**config.mk**
```make
export PLATFORM = sky130hd
export DESIGN_NAME = bpic_lane
export DESIGN_NICKNAME = d
export VERILOG_FILES = /design/src/hdl/bpic_pkg.sv /design/src/hdl/bpic_lane.sv
export SDC_FILE = /design/constraint.sdc
export NUM_CORES = 1
export LEC_CHECK = 0
export BUFFER_PORTS_ARGS = -buffer_cell sky130_fd_sc_hd__buf_4
export CAP_MARGIN = 20
export CORE_UTILIZATION = 54
export CTS_BUF_LIST = sky130_fd_sc_hd__clkbuf_8
export DETAILED_ROUTE_END_ITERATION = 7
export GPL_TIMING_DRIVEN = 0
export PLACE_DENSITY = 0.76
export SLEW_MARGIN = 40
export SYNTH_ARGS = -nofsm -noshare
export SYNTH_HDL_FRONTEND = slang
export SYNTH_SLANG_ARGS = --single-unit
```
**constraint.sdc**
```tcl
create_clock -name clk -period 11.5 [get_ports clk]
set_clock_uncertainty 0.2 [all_clocks]
set_input_delay 1.15 -clock clk [delete_from_list [all_inputs] [get_ports clk]]
set_output_delay 1.15 -clock clk [all_outputs]
set_load 0.1 [all_outputs]
```
**src/hdl/bpic_pkg.sv**
```systemverilog
// Package for the bellows pressure integral controller: widths, register
// indexes, reset values, payload structs and the lane control struct. No dependencies.
package bpic_pkg;

  localparam int CHANNELS     = 6;
  localparam int SECTION_SIZE = 3;
  localparam int SECTIONS     = 2;

  localparam int READING_BITS  = 12;
  localparam int PRESSURE_BITS = 16;
  localparam int TARGET_BITS   = 12;
  localparam int GAIN_BITS     = 8;
  localparam int TOL_BITS      = 12;

  localparam int CFG_INDEX_BITS = 3;
  localparam int CFG_DATA_BITS  = 12;

  localparam logic [CFG_INDEX_BITS-1:0] REG_TARGET_0        = 3'd0;
  localparam logic [CFG_INDEX_BITS-1:0] REG_TARGET_1        = 3'd1;
  localparam logic [CFG_INDEX_BITS-1:0] REG_TARGET_2        = 3'd2;
  localparam logic [CFG_INDEX_BITS-1:0] REG_TARGET_3        = 3'd3;
  localparam logic [CFG_INDEX_BITS-1:0] REG_TARGET_4        = 3'd4;
  localparam logic [CFG_INDEX_BITS-1:0] REG_TARGET_5        = 3'd5;
  localparam logic [CFG_INDEX_BITS-1:0] REG_STEP_GAIN       = 3'd6;
  localparam logic [CFG_INDEX_BITS-1:0] REG_ERROR_TOLERANCE = 3'd7;

  localparam logic [TARGET_BITS-1:0] TARGET_RESET [CHANNELS] =
    '{12'd2422, 12'd2142, 12'd2182, 12'd3263, 12'd3363, 12'd3704};
  localparam logic [GAIN_BITS-1:0] STEP_GAIN_RESET = 8'd128;
  localparam logic [TOL_BITS-1:0]  TOL_RESET       = 12'd82;

  // Datapath widths, all derived from the field widths above.
  localparam int ERR_BITS =
    (READING_BITS > TARGET_BITS ? READING_BITS : TARGET_BITS) + 1;
  localparam int COMB_BITS = ERR_BITS + 2;
  localparam int PROD_BITS = COMB_BITS + GAIN_BITS + 1;
  localparam int INC_SHIFT = READING_BITS + GAIN_BITS - (PRESSURE_BITS - 4);
  localparam int INC_BITS  =
    (INC_SHIFT > 0) ? PROD_BITS + 1 - INC_SHIFT : PROD_BITS - INC_SHIFT;
  localparam int NEXT_BITS =
    (PRESSURE_BITS > INC_BITS ? PRESSURE_BITS : INC_BITS) + 1;
  localparam int SUM_BITS      = NEXT_BITS + 2;
  localparam int MEAN_IN_BITS  = SUM_BITS + 1;
  localparam int DIV_BITS      = MEAN_IN_BITS + 1;
  localparam int DIV_K         = DIV_BITS + 1;
  localparam int DIV_MULT_BITS = DIV_K - 1;
  localparam int DIV_PROD_BITS = DIV_BITS + DIV_MULT_BITS;
  localparam int DIFF_BITS     = MEAN_IN_BITS + 1;

  // Floor division by three: bias to a non-negative value, then multiply
  // by the rounded-up reciprocal.
  localparam logic [63:0] DIV_BIAS = 64'd3 << (MEAN_IN_BITS - 1);
  localparam logic [63:0] DIV_MULT = ((64'd1 << DIV_K) + 64'd2) / 64'd3;

  typedef struct packed {
    logic [READING_BITS-1:0] reading_0;
    logic [READING_BITS-1:0] reading_1;
    logic [READING_BITS-1:0] reading_2;
    logic [READING_BITS-1:0] reading_3;
    logic [READING_BITS-1:0] reading_4;
    logic [READING_BITS-1:0] reading_5;
    logic                    gripper_request;
  } in_item_t;

  typedef struct packed {
    logic signed [PRESSURE_BITS-1:0] pressure_0;
    logic signed [PRESSURE_BITS-1:0] pressure_1;
    logic signed [PRESSURE_BITS-1:0] pressure_2;
    logic signed [PRESSURE_BITS-1:0] pressure_3;
    logic signed [PRESSURE_BITS-1:0] pressure_4;
    logic signed [PRESSURE_BITS-1:0] pressure_5;
    logic                            all_in_tolerance;
    logic                            gripper_valve;
  } out_item_t;

  typedef struct packed {
    logic                 load;
    logic [GAIN_BITS-1:0] step_gain;
    logic [TOL_BITS-1:0]  error_tolerance;
  } lane_ctl_t;

endpackage

```
**src/hdl/bpic_lane.sv**
```systemverilog
// One channel lane: error, tolerance test and scaled integrator increment.
// Depends on bpic_pkg.
module bpic_lane (
  input  logic                                     clk,
  input  bpic_pkg::lane_ctl_t                      ctl,
  input  logic        [bpic_pkg::TARGET_BITS-1:0]  target,
  input  logic        [bpic_pkg::READING_BITS-1:0] reading,
  input  logic signed [bpic_pkg::ERR_BITS-1:0]     err_a,
  input  logic signed [bpic_pkg::ERR_BITS-1:0]     err_b,
  output logic signed [bpic_pkg::ERR_BITS-1:0]     err,
  output logic signed [bpic_pkg::INC_BITS-1:0]     inc,
  output logic                                     ok
);
  import bpic_pkg::*;

  logic        [ERR_BITS-1:0]  mag;
  logic                        ok_c;
  logic signed [COMB_BITS-1:0] comb;
  logic signed [PROD_BITS-1:0] prod;
  logic signed [INC_BITS-1:0]  inc_c;

  assign err  = ERR_BITS'($signed({1'b0, target})) - ERR_BITS'($signed({1'b0, reading}));
  assign mag  = err[ERR_BITS-1] ? ERR_BITS'(-err) : ERR_BITS'(err);
  assign ok_c = mag < ERR_BITS'(ctl.error_tolerance);

  assign comb = COMB_BITS'(err) - COMB_BITS'(err_a) - COMB_BITS'(err_b);
  assign prod = PROD_BITS'(comb) * PROD_BITS'($signed({1'b0, ctl.step_gain}));

  generate
    if (INC_SHIFT > 0) begin : g_round
      // Round to nearest, ties toward plus infinity, by adding half an LSB
      // and shifting arithmetically.
      localparam logic [PROD_BITS:0] ROUND_HALF =
        (PROD_BITS + 1)'(64'd1 << (INC_SHIFT - 1));
      logic signed [PROD_BITS:0] rnd;
      assign rnd   = (PROD_BITS + 1)'(prod) + $signed(ROUND_HALF);
      assign inc_c = INC_BITS'(rnd >>> INC_SHIFT);
    end else begin : g_widen
      assign inc_c = INC_BITS'(prod) <<< (-INC_SHIFT);
    end
  endgenerate

  always_ff @(posedge clk) begin
    if (ctl.load) begin
      inc <= inc_c;
      ok  <= ok_c;
    end
  end

endmodule

```
# [Word-level counts from Yosys, hierarchy flattened]
# Cells that the tools add are included.
[totals] regBits=18 inputBits=72 output_inout_bits=31 wordCells=10
[op_classes] addsub=5 n_mul=1 order_cmp=1 mux=1
[ops] operator="$add 24x9->25 const B" count=1
[ops] operator="$mul 15x9->24" count=1
[ops] operator="$sub 14x13->15" count=1
[ops] operator="$sub 13x13->14" count=1
[ops] operator="$lt 13x12->1" count=1
[ops] operator="$mux 13" count=1
[ops] operator="$neg 13->13" count=1
[ops] operator="$sub 12x12->13" count=1

# [Longest topological paths before layout]
# Gate-level depths: netlist (run 1).
[depth] depth_word=5 mapped_depth=34 depth_no_buf=33

# [Least setup slack after synthesis (run 1)]
# Ideal clock, no wire load.
[synth_path] path_type="input to register" from="in target[0] (netlist name)" to="reg inc[15] (netlist name), data pin" setup_ns=0.258 arrival_ns=9.946 t_required_ns=11.042 path_slack_ns=1.096 stages=31 path_buffers=1 cell_sequence="inv_1 -> ha_1 -> inv_1 -> fa_1 -> a211oi_2 -> o21ai_1 -> nand4_1 -> and2_1 -> xnor2_1 -> fa_1 -> ha_1 -> nor3_1 -> nand3b_1 -> o221ai_1 -> a21oi_1 -> and3_1 -> clkbuf_1 -> nand2_1 -> fa_1 -> inv_1 -> fa_1 -> fa_1 -> fa_1 -> ha_1 -> ha_1 -> and2_1 -> a221oi_1 -> a211oi_1 -> o31ai_1 -> nor2b_1 -> xnor2_1"
[synth_between] elab_chain_len=5
[synth_lines] item="from (decl)" line="bpic_lane.sv:6" rtl="input logic [bpic_pkg::TARGET_BITS-1:0] target,"
[synth_lines] item="$sub 12x12->13" line="bpic_lane.sv:22" rtl="assign err = ERR_BITS'($signed({1'b0, target})) - ERR_BITS'($signed({1'b0, reading}));"
[synth_lines] item="via err, one bit" line="bpic_lane.sv:10" rtl="output logic signed [bpic_pkg::ERR_BITS-1:0] err,"
[synth_lines] item="$sub 13x13->14" line="bpic_lane.sv:26" rtl="assign comb = COMB_BITS'(err) - COMB_BITS'(err_a) - COMB_BITS'(err_b);"
[synth_lines] item="$sub 14x13->15" line="bpic_lane.sv:26"
[synth_lines] item="$mul 15x9->24" line="bpic_lane.sv:27" rtl="assign prod = PROD_BITS'(comb) * PROD_BITS'($signed({1'b0, ctl.step_gain}));"
[synth_lines] item="$add 24x9->25" line="bpic_lane.sv:36" rtl="assign rnd = (PROD_BITS + 1)'(prod) + $signed(ROUND_HALF);"
[synth_lines] item="via g_round.rnd[23]" line="bpic_lane.sv:35" rtl="logic signed [PROD_BITS:0] rnd;"
[synth_lines] item="to (signal assigned)" line="bpic_lane.sv:45" rtl="inc <= inc_c;"
[synth_lines] item="to (decl)" line="bpic_lane.sv:11" rtl="output logic signed [bpic_pkg::INC_BITS-1:0] inc,"
# The timed path passes the listed nets, and every way through them passes these cells.
# A chain may end at the register's enable or synchronous reset.

# [Worst setup path after layout (run 1)]
[layout_path] from="in target[0] (netlist name)" to="reg inc[15] (netlist name), data pin"
[layout_between] elab_chain_len=5
[layout_lines] item="$sub 12x12->13" line="bpic_lane.sv:22"
[layout_lines] item="$sub 13x13->14" line="bpic_lane.sv:26"
[layout_lines] item="$sub 14x13->15" line="bpic_lane.sv:26"
[layout_lines] item="$mul 15x9->24" line="bpic_lane.sv:27"
[layout_lines] item="$add 24x9->25" line="bpic_lane.sv:36"
[layout_lines] item="via g_round.rnd[23]" line="bpic_lane.sv:35"
# The timed path passes the listed nets, and every way through them passes these cells.

==> impl_metrics.json, run 1 <==
{
  "die_y_um": 119,
  "tightest_slew_ns": 0.847,
  "worstHoldPathType": "in2reg",
  "rsz0062_at_grt": "false",
  "root_buffer": "clkbuf_8",
  "io_buffers": 96,
  "grt-busiest-layer": "met2",
  "path_buf_inv": 6,
  "via_per_inst": 5.47,
  "seqCellArea_um2": 541,
  "slowest_stage": "fa_1",
  "grt_max_degree": 19,
  "cts_setup_buffers": 0,
  "grt_usage": 0.244,
  "antenna_found_initial": 0,
  "vias": 6070,
  "cts_tree": "built",
  "grt_use_met2": 0.438,
  "period_minus_slack_ns": 9.98,
  "grt_first_pass_wirelength_um": 28100,
  "clkTransAtPathRegs_ns": 0.08,
  "synthCells": 834,
  "drtIter0Drc": 316,
  "insertedDiodeCount": 0,
  "status": "finished, final reports clean",
  "path_common_cell": "fa_1",
  "syn-cell-area_um2": 7370,
  "post-dp-hpwl_um": 13500,
  "ctsHoldBuffers": 0,
  "ys_seq_area_frac": 0.0733,
  "critPathMaxFanout": 10,
  "yosys_most_used_dff": "edfxtp_1",
  "ioPinCount": 103,
  "globalRouteMet3Util": 0.0268,
  "critPathTopFamily": "adder cells",
  "max_freq_ghz": 0.100,
  "finalWeightedCongestion": 0.860,
  "ys_async_sr_fraction": 0,
  "fillerInstances": 1201,
  "drt-wirelength-per-cell_um": 14.4,
  "crit_type": "in2reg",
  "setup_tns_ns": 0,
  "syn_nets": 1119,
  "timing.final.crit_share": 0.868,
  "slew_violations": 0,
  "core-area_um2": 13300,
  "die_x_um": 119,
  "crit_path_end_kind": "register",
  "final_util": 0.629,
  "drive_gt1_frac": 0.124,
  "relSlewSlack": 0.431,
  "max-cap-violations": 0,
  "initial_core_util": 0.555,
  "syn_to_final_growth_pct": 13.4,
  "dr.pass1.iters": 5,
  "syn_avg_cell_area_um2": 8.84,
  "met1_usage": 0.318,
  "drtAntennaViolNets": 0,
  "holdPathEnd": "inc[13]$_DFFE_PP_",
  "grt_overflow_total": 0,
  "routed_wl_um": 16000,
  "cp_data_arrival_time_ns": 9.81,
  "drc_errors": 0,
  "cts_resized": 0,
  "ys_seq_elements": 18,
  "setup_viol": 0,
  "cts_buffer_depth": 2,
  "clock-sinks": 18,
  "synth_edf_count": 18,
  "worstHoldPathCells": 1,
  "slowest_delay_ns": 0.55,
  "rows": 42,
  "cp-start-kind": "input pin",
  "hold_violations": 0,
  "ys_types": 62,
  "grt_pass1_vias": 6175,
  "cts_buffers": 3,
  "die-area_um2": 14100,
  "worstPathRequired_ns": 11.33,
  "yosysWarnings": 0,
  "multi_input_area_um2": 6130,
  "htree_levels": 1,
  "nets": 1220,
  "min_from": "ctl[20]"
}
cell usage after synthesis (all sizes together) (3+ instances only):
master	instances	area (µm²)
edfxtp	18	541
nand2b	8	50.1
nor3	8	51.3
o211ai	3	22.5
a211oi	3	27.5
nor4	3	18.8
and3b	11	96.3
o21a	7	52.6
a31oi	14	87.6
nor2	20	77.6
ha	109	1360
buf	4	32.5
xor2	16	140
nand4b	9	78.8
a21o	19	143
or4	4	30.0
clkbuf	22	82.6
o311a	5	50.1
nand4	7	43.8
o21bai	4	30.0
nand3	12	60.1
o311ai	6	60.1
a21oi	37	196
inv	157	589
o21ai	25	129
and2	56	350
nand3b	7	52.6
nand2	71	267
xnor2	39	349
fa	104	2080
nor2b	3	18.8
kinds of logic after synthesis:
kind of cell	Yosys count	share of synthesized area
and+or+nand+nor	228	0.172
adders and majority gates	213	0.467
buffers and inverters	183	0.0955
AOI/OAI and AO/OA	136	0.125
xor gates and xnor gates	55	0.0663
DFF	18	0.0733
muxes	1	0.00136
worst max-delay path by stage:
stage | start | slack (ns) | cells past startpoint | to
final | target[0] | 1.52 | 32 | inc[15]$_DFFE_PP_
after CTS | target[0] | 1.56 | 32 | inc[15]$_DFFE_PP_
after global placement | target[0] | 1.38 | 32 | inc[15]$_DFFE_PP_
after floorplan | target[0] | 1.10 | 31 | inc[15]$_DFFE_PP_
after global routing | target[0] | 0.77 | 32 | inc[15]$_DFFE_PP_
after detailed placement | target[0] | 1.34 | 32 | inc[15]$_DFFE_PP_
area by class of cell:
type                    count  share of cell area
multi-input cells         633               0.733
flip-flops and latches     18              0.0647
inverters                 157              0.0705
clock inverters             1            0.000449
repair buffers             96              0.0862
clock buffers               3             0.00494
plain buffers              26              0.0138
well taps                 176              0.0263
flip-flops by register name (all words and copies together) (netlist names):
signal  count
inc        17
ok          1
cells in the final DEF, fill, tap and decap left out, drive strengths merged, types with 9 or more instances in the layout:
cell    instances
a31oi          14
and2           56
and3b          11
a21oi          37
fa            104
inv           157
xnor2          39
a21o           19
o21ai          25
clkbuf         25
edfxtp         18
xor2           16
nand2          71
nand4b          9
ha            109
buf           100
nand3          12
nor2           20
per-stage QoR:
step	instance area, µm²	cells	hold WS [ns]	worst slack [ns]
2_1_floorplan	7370	834	1.06	1.10
4_1_cts	8360	1110	1.08	1.56
3_5_place_dp	8320	1106	1.36	1.34
5_1_grt	8360	1110	1.08	0.771
6_report	8360	1110	1.08	1.52
3_3_place_gp	8320	1106	1.36	1.38
per-layer routing:
metal  up-vias  share of wire  wire, µm
met5         -              0         0
met2       135           0.50      8010
met3        18          0.040       631
met1      2964           0.45      7140
met4         0          0.012       190
li1       2953              -         -
Power of run 1 is not shown: default switching activity piles up to over one toggle a cycle in this logic, so the estimate is an artifact.
==> inputs of run 2 (changes only) <==
- CORE_MARGIN: unset -> 3
==> run 2 against run 1 <==
Compared with the run above:
- sequential share of layout area stayed put
- routed wire length is 1.7% higher
- worst setup slack got worse by 0.12 ns
- non-clock buffer count stayed put
- hold slack gained 0.0055 ns
- die area up 6.8%
- first-iteration DRC count down 7.9%
- sequential cell count is the same
- via count shrank 0.59%
- clock-buffer cell count stayed put
- cell count did not move
==> impl_metrics.json, run 2 (same netlist as run 1, synthesis figures left out) <==
{
  "status": "finished, final reports clean",
  "cp-start-kind": "input pin",
  "crit_path_start": "target[0]",
  "slew_violations": 0,
  "cts_setup_buffers": 0,
  "grt_overflow_total": 0,
  "drtAntennaViolNets": 0,
  "slowest_stage": "a221oi_1",
  "syn_to_final_growth_pct": 13.4,
  "dr.pass1.iters": 4,
  "slowest_delay_ns": 0.58,
  "critPathTopFamily": "adder cells",
  "timing.final.crit_share": 0.878,
  "cts_buffer_depth": 2,
  "die_y_um": 123,
  "crit_type": "in2reg",
  "setup_tns_ns": 0,
  "routed_wl_um": 16200,
  "fin_cells": 1110,
  "grt_first_pass_wirelength_um": 28300,
  "worstHoldPathType": "in2reg",
  "numPlacedInstances": 1106,
  "insertedDiodeCount": 0,
  "ioPinCount": 103,
  "ctsHoldBuffers": 0,
  "htree_levels": 1,
  "drt-wirelength-per-cell_um": 14.6,
  "setup_viol": 0,
  "rsz0062_at_grt": "false",
  "io_buffers": 96,
  "period_minus_slack_ns": 10.10,
  "grt_usage": 0.233,
  "grt_max_degree": 19,
  "die-area_um2": 15100,
  "path_common_cell": "fa_1",
  "rows": 42,
  "grt_pass1_vias": 6128,
  "nets": 1220,
  "crit_path_end_kind": "register",
  "via_per_inst": 5.44,
  "tightest_slew_ns": 0.740,
  "clkTransAtPathRegs_ns": 0.08,
  "dr_wl_met3_um": 588,
  "clock-sinks": 18,
  "hold_violations": 0,
  "path_depth": 32,
  "drive_gt1_frac": 0.124,
  "initial_core_util": 0.555,
  "regMostFlops": "inc",
  "finalWeightedCongestion": 0.874,
  "wl_met2_um": 8250,
  "drc_errors": 0,
  "fillerInstances": 1194,
  "cts_tree": "built",
  "layout_common_cells": "inv_1 (156), ha_1 (109), fa_1 (104), buf_4 (96), nand2_1 (71)",
  "core-area_um2": 13300,
  "max_freq_ghz": 0.0990,
  "highest_layer": "met4",
  "vias": 6034,
  "antenna_found_initial": 0,
  "final_common_cell": "inv_1",
  "largest_reg_flops": 17,
  "drtIter0Drc": 291,
  "max-cap-violations": 0,
  "min_from": "ctl[20]",
  "relSlewSlack": 0.503,
  "reg.largest.list": "inc: 17 flops, ok: 1 flops",
  "post-dp-hpwl_um": 13900,
  "root_buffer": "clkbuf_8",
  "die_x_um": 123,
  "worstPathRequired_ns": 11.32,
  "cp_data_arrival_time_ns": 9.93,
  "path_buf_inv": 6,
  "worstHoldPathCells": 1,
  "cts_buffers": 3,
  "critPathMaxFanout": 10,
  "cts_resized": 0,
  "wl_met1_um": 7250
}
==> run 2: cell counts in the layout (fill, tap and decap cells not counted) <==
Identical to the previous run, type by type.
==> run 2: worst paths after layout <==
| kind | slack, ns | to |
|---|---|---|
| setup / recovery | 1.40 | inc[15]$_DFFE_PP_ |
| hold / removal | 1.08 | inc[3]$_DFFE_PP_ |
==> run 2: layout make-up <==
class                      instances  area, µm²  share of cell area
inverter                         157        589              0.0705
timing repair buffer              96        721              0.0862
buffer                            26        115              0.0138
tap                              176        220              0.0263
clock buffer                       3       41.3             0.00494
clock inverter                     1       3.75            0.000449
multi-input combinational        633       6130               0.733
sequential                        18        541              0.0647
==> run 2: metrics by stage <==
step | instance area (µm²) | util | worst slack, ns | hold WS, ns
finish | 8360 | 0.629 | 1.40 | 1.08
global route | 8360 | 0.629 | 0.844 | 1.09
detailed placement | 8320 | 0.625 | 1.24 | 1.36
floorplan | 7370 | - | 1.10 | 1.06
CTS | 8360 | 0.629 | 1.49 | 1.08
global placement | 8320 | 0.625 | 1.36 | 1.36
==> run 2: metal layers <==
layer  up-vias  GRT usage
met3        15     0.0198
met4         0     0.0343
li1       2956          -
met1      2931      0.313
met5         -          0
met2       132      0.417
Power of run 2 is left out for the same reason.
==> inputs of run 3 (changes only) <==
- BUFFER_PORTS_ARGS: -buffer_cell sky130_fd_sc_hd__buf_4 -> -buffer_cell sky130_fd_sc_hd__buf_2
- GPL_ROUTABILITY_DRIVEN: unset -> 0
- REMOVE_ABC_BUFFERS: unset -> 1
==> run 3 against run 2 <==
Compared with the run above:
- sequential share of layout area is 0.26 points higher
- cell count is 1.8% lower
- die area stayed put
- maximum frequency is 1.5% higher
- sequential cell count stayed put
- hold slack better by 0.068 ns
- non-clock buffer count is 20 lower
- critical path type unchanged
- critical endpoint unchanged
- largest cell class unchanged
==> impl_metrics.json, run 3 (same netlist as run 1, synthesis figures left out) <==
{
  "final_util": 0.605,
  "routed_wl_um": 14700,
  "seqCellArea_um2": 541,
  "antenna_found_initial": 0,
  "drc_errors": 0,
  "place_ws_ns": 1.39,
  "timing.final.crit_share": 0.865,
  "ioPinCount": 103,
  "drtIter0Drc": 235,
  "htree_levels": 1,
  "reg.largest.list": "inc: 17 flops, ok: 1 flops",
  "dpl_cell_area_um2": 7990,
  "initial_core_util": 0.555,
  "cts_buffer_depth": 2,
  "die_x_um": 123,
  "clock-sinks": 18,
  "grt_pass1_vias": 5617,
  "cts_resized": 0,
  "cts_buffers": 3,
  "fillerInstances": 1156,
  "largest_reg_flops": 17,
  "worstHoldPathType": "in2reg",
  "syn_to_final_growth_pct": 9.01,
  "critPathMaxFanout": 35,
  "slew_violations": 0,
  "design_area_um2": 8040,
  "rows": 42,
  "setup_ws_ns": 1.55,
  "cp-start-kind": "input pin",
  "regMostFlops": "inc",
  "root_buffer": "clkbuf_8",
  "drtAntennaViolNets": 0,
  "tightest_slew_ns": 0.790,
  "vias": 5865,
  "drive_gt1_frac": 0.130,
  "nets": 1200,
  "grt_first_pass_wirelength_um": 24900,
  "core-area_um2": 13300,
  "grt_usage": 0.200,
  "status": "finished, final reports clean",
  "setup_viol": 0,
  "ctsHoldBuffers": 0,
  "cp_data_arrival_time_ns": 9.77,
  "hold_violations": 0,
  "crit_path_end_kind": "register",
  "die_y_um": 123,
  "setup_tns_ns": 0,
  "dr.pass1.iters": 5,
  "io_buffers": 102,
  "grt_max_degree": 36,
  "worstPathRequired_ns": 11.33,
  "relSlewSlack": 0.473,
  "layout_common_cells": "inv_1 (156), ha_1 (109), fa_1 (104), buf_2 (102), nand2_1 (71)",
  "crit_type": "in2reg",
  "multi_input_area_um2": 6130,
  "post-dp-hpwl_um": 12400,
  "insertedDiodeCount": 0,
  "max-cap-violations": 0,
  "die-area_um2": 15100,
  "rsz0062_at_grt": "false",
  "cts_tree": "built",
  "via_per_inst": 5.38,
  "max_freq_ghz": 0.101,
  "final_common_cell": "inv_1",
  "clkTransAtPathRegs_ns": 0.08,
  "cts_setup_buffers": 0,
  "drt-wirelength-per-cell_um": 13.5,
  "grt_overflow_total": 0,
  "period_minus_slack_ns": 9.95
}
==> run 3: cell count changes in the layout (fill, tap and decap cells not counted), sizes merged <==
cell    previous run  this run
clkbuf            25         3
buf              100       102
==> run 3: stage by stage <==
stage                     hold WS [ns]  cells
after detailed placement          1.45   1086
final                             1.15   1090
after floorplan                   1.06    808
after global placement            1.44   1086
after CTS                         1.16   1090
after global routing              1.17   1090
==> run 3: path summary, 6_finish.rpt <==
path / to / from / depth (start not counted)
hold / removal: ok$_DFFE_PP_ / ctl[20] / 1
setup / recovery: inc[15]$_DFFE_PP_ / target[0] / 28
==> run 3: area by class of cell <==
class / count / area share
Clock buffer: 3 / 0.00514
Clock inverter: 1 / 0.000467
Inverter: 157 / 0.0733
Multi-Input combinational cell: 633 / 0.763
Sequential cell: 18 / 0.0672
Tap cell: 176 / 0.0274
Timing Repair Buffer: 102 / 0.0635
==> run 3: layer usage <==
layer,global-route usage,wire length [µm],up-vias
met5,0,0,-
met4,0.0448,229,0
met3,0.0198,799,14
met2,0.330,6760,162
met1,0.286,6890,2780
li1,-,-,2909
==> run 3: worst max-delay path, cell delays in order <==
cell,delay (ns)
buf_2,0.09
inv_1,0.04
ha_1,0.17
inv_1,0.06
fa_1,0.49
a211oi_2,0.28
o21ai_1,0.14
a21oi_1,0.20
xnor2_1,0.20
fa_1,0.42
ha_1,0.82
and4_1,0.34
nand2b_1,0.17
xor2_1,0.55
nand2_1,0.17
fa_1,0.55
inv_1,0.05
fa_1,0.54
fa_1,0.44
fa_1,0.49
ha_1,0.31
ha_1,0.35
and2_1,0.22
a221oi_1,0.58
a211oi_1,0.27
o31ai_1,0.37
nor2b_1,0.22
xnor2_1,0.08
Power of run 3 is left out for the same reason.
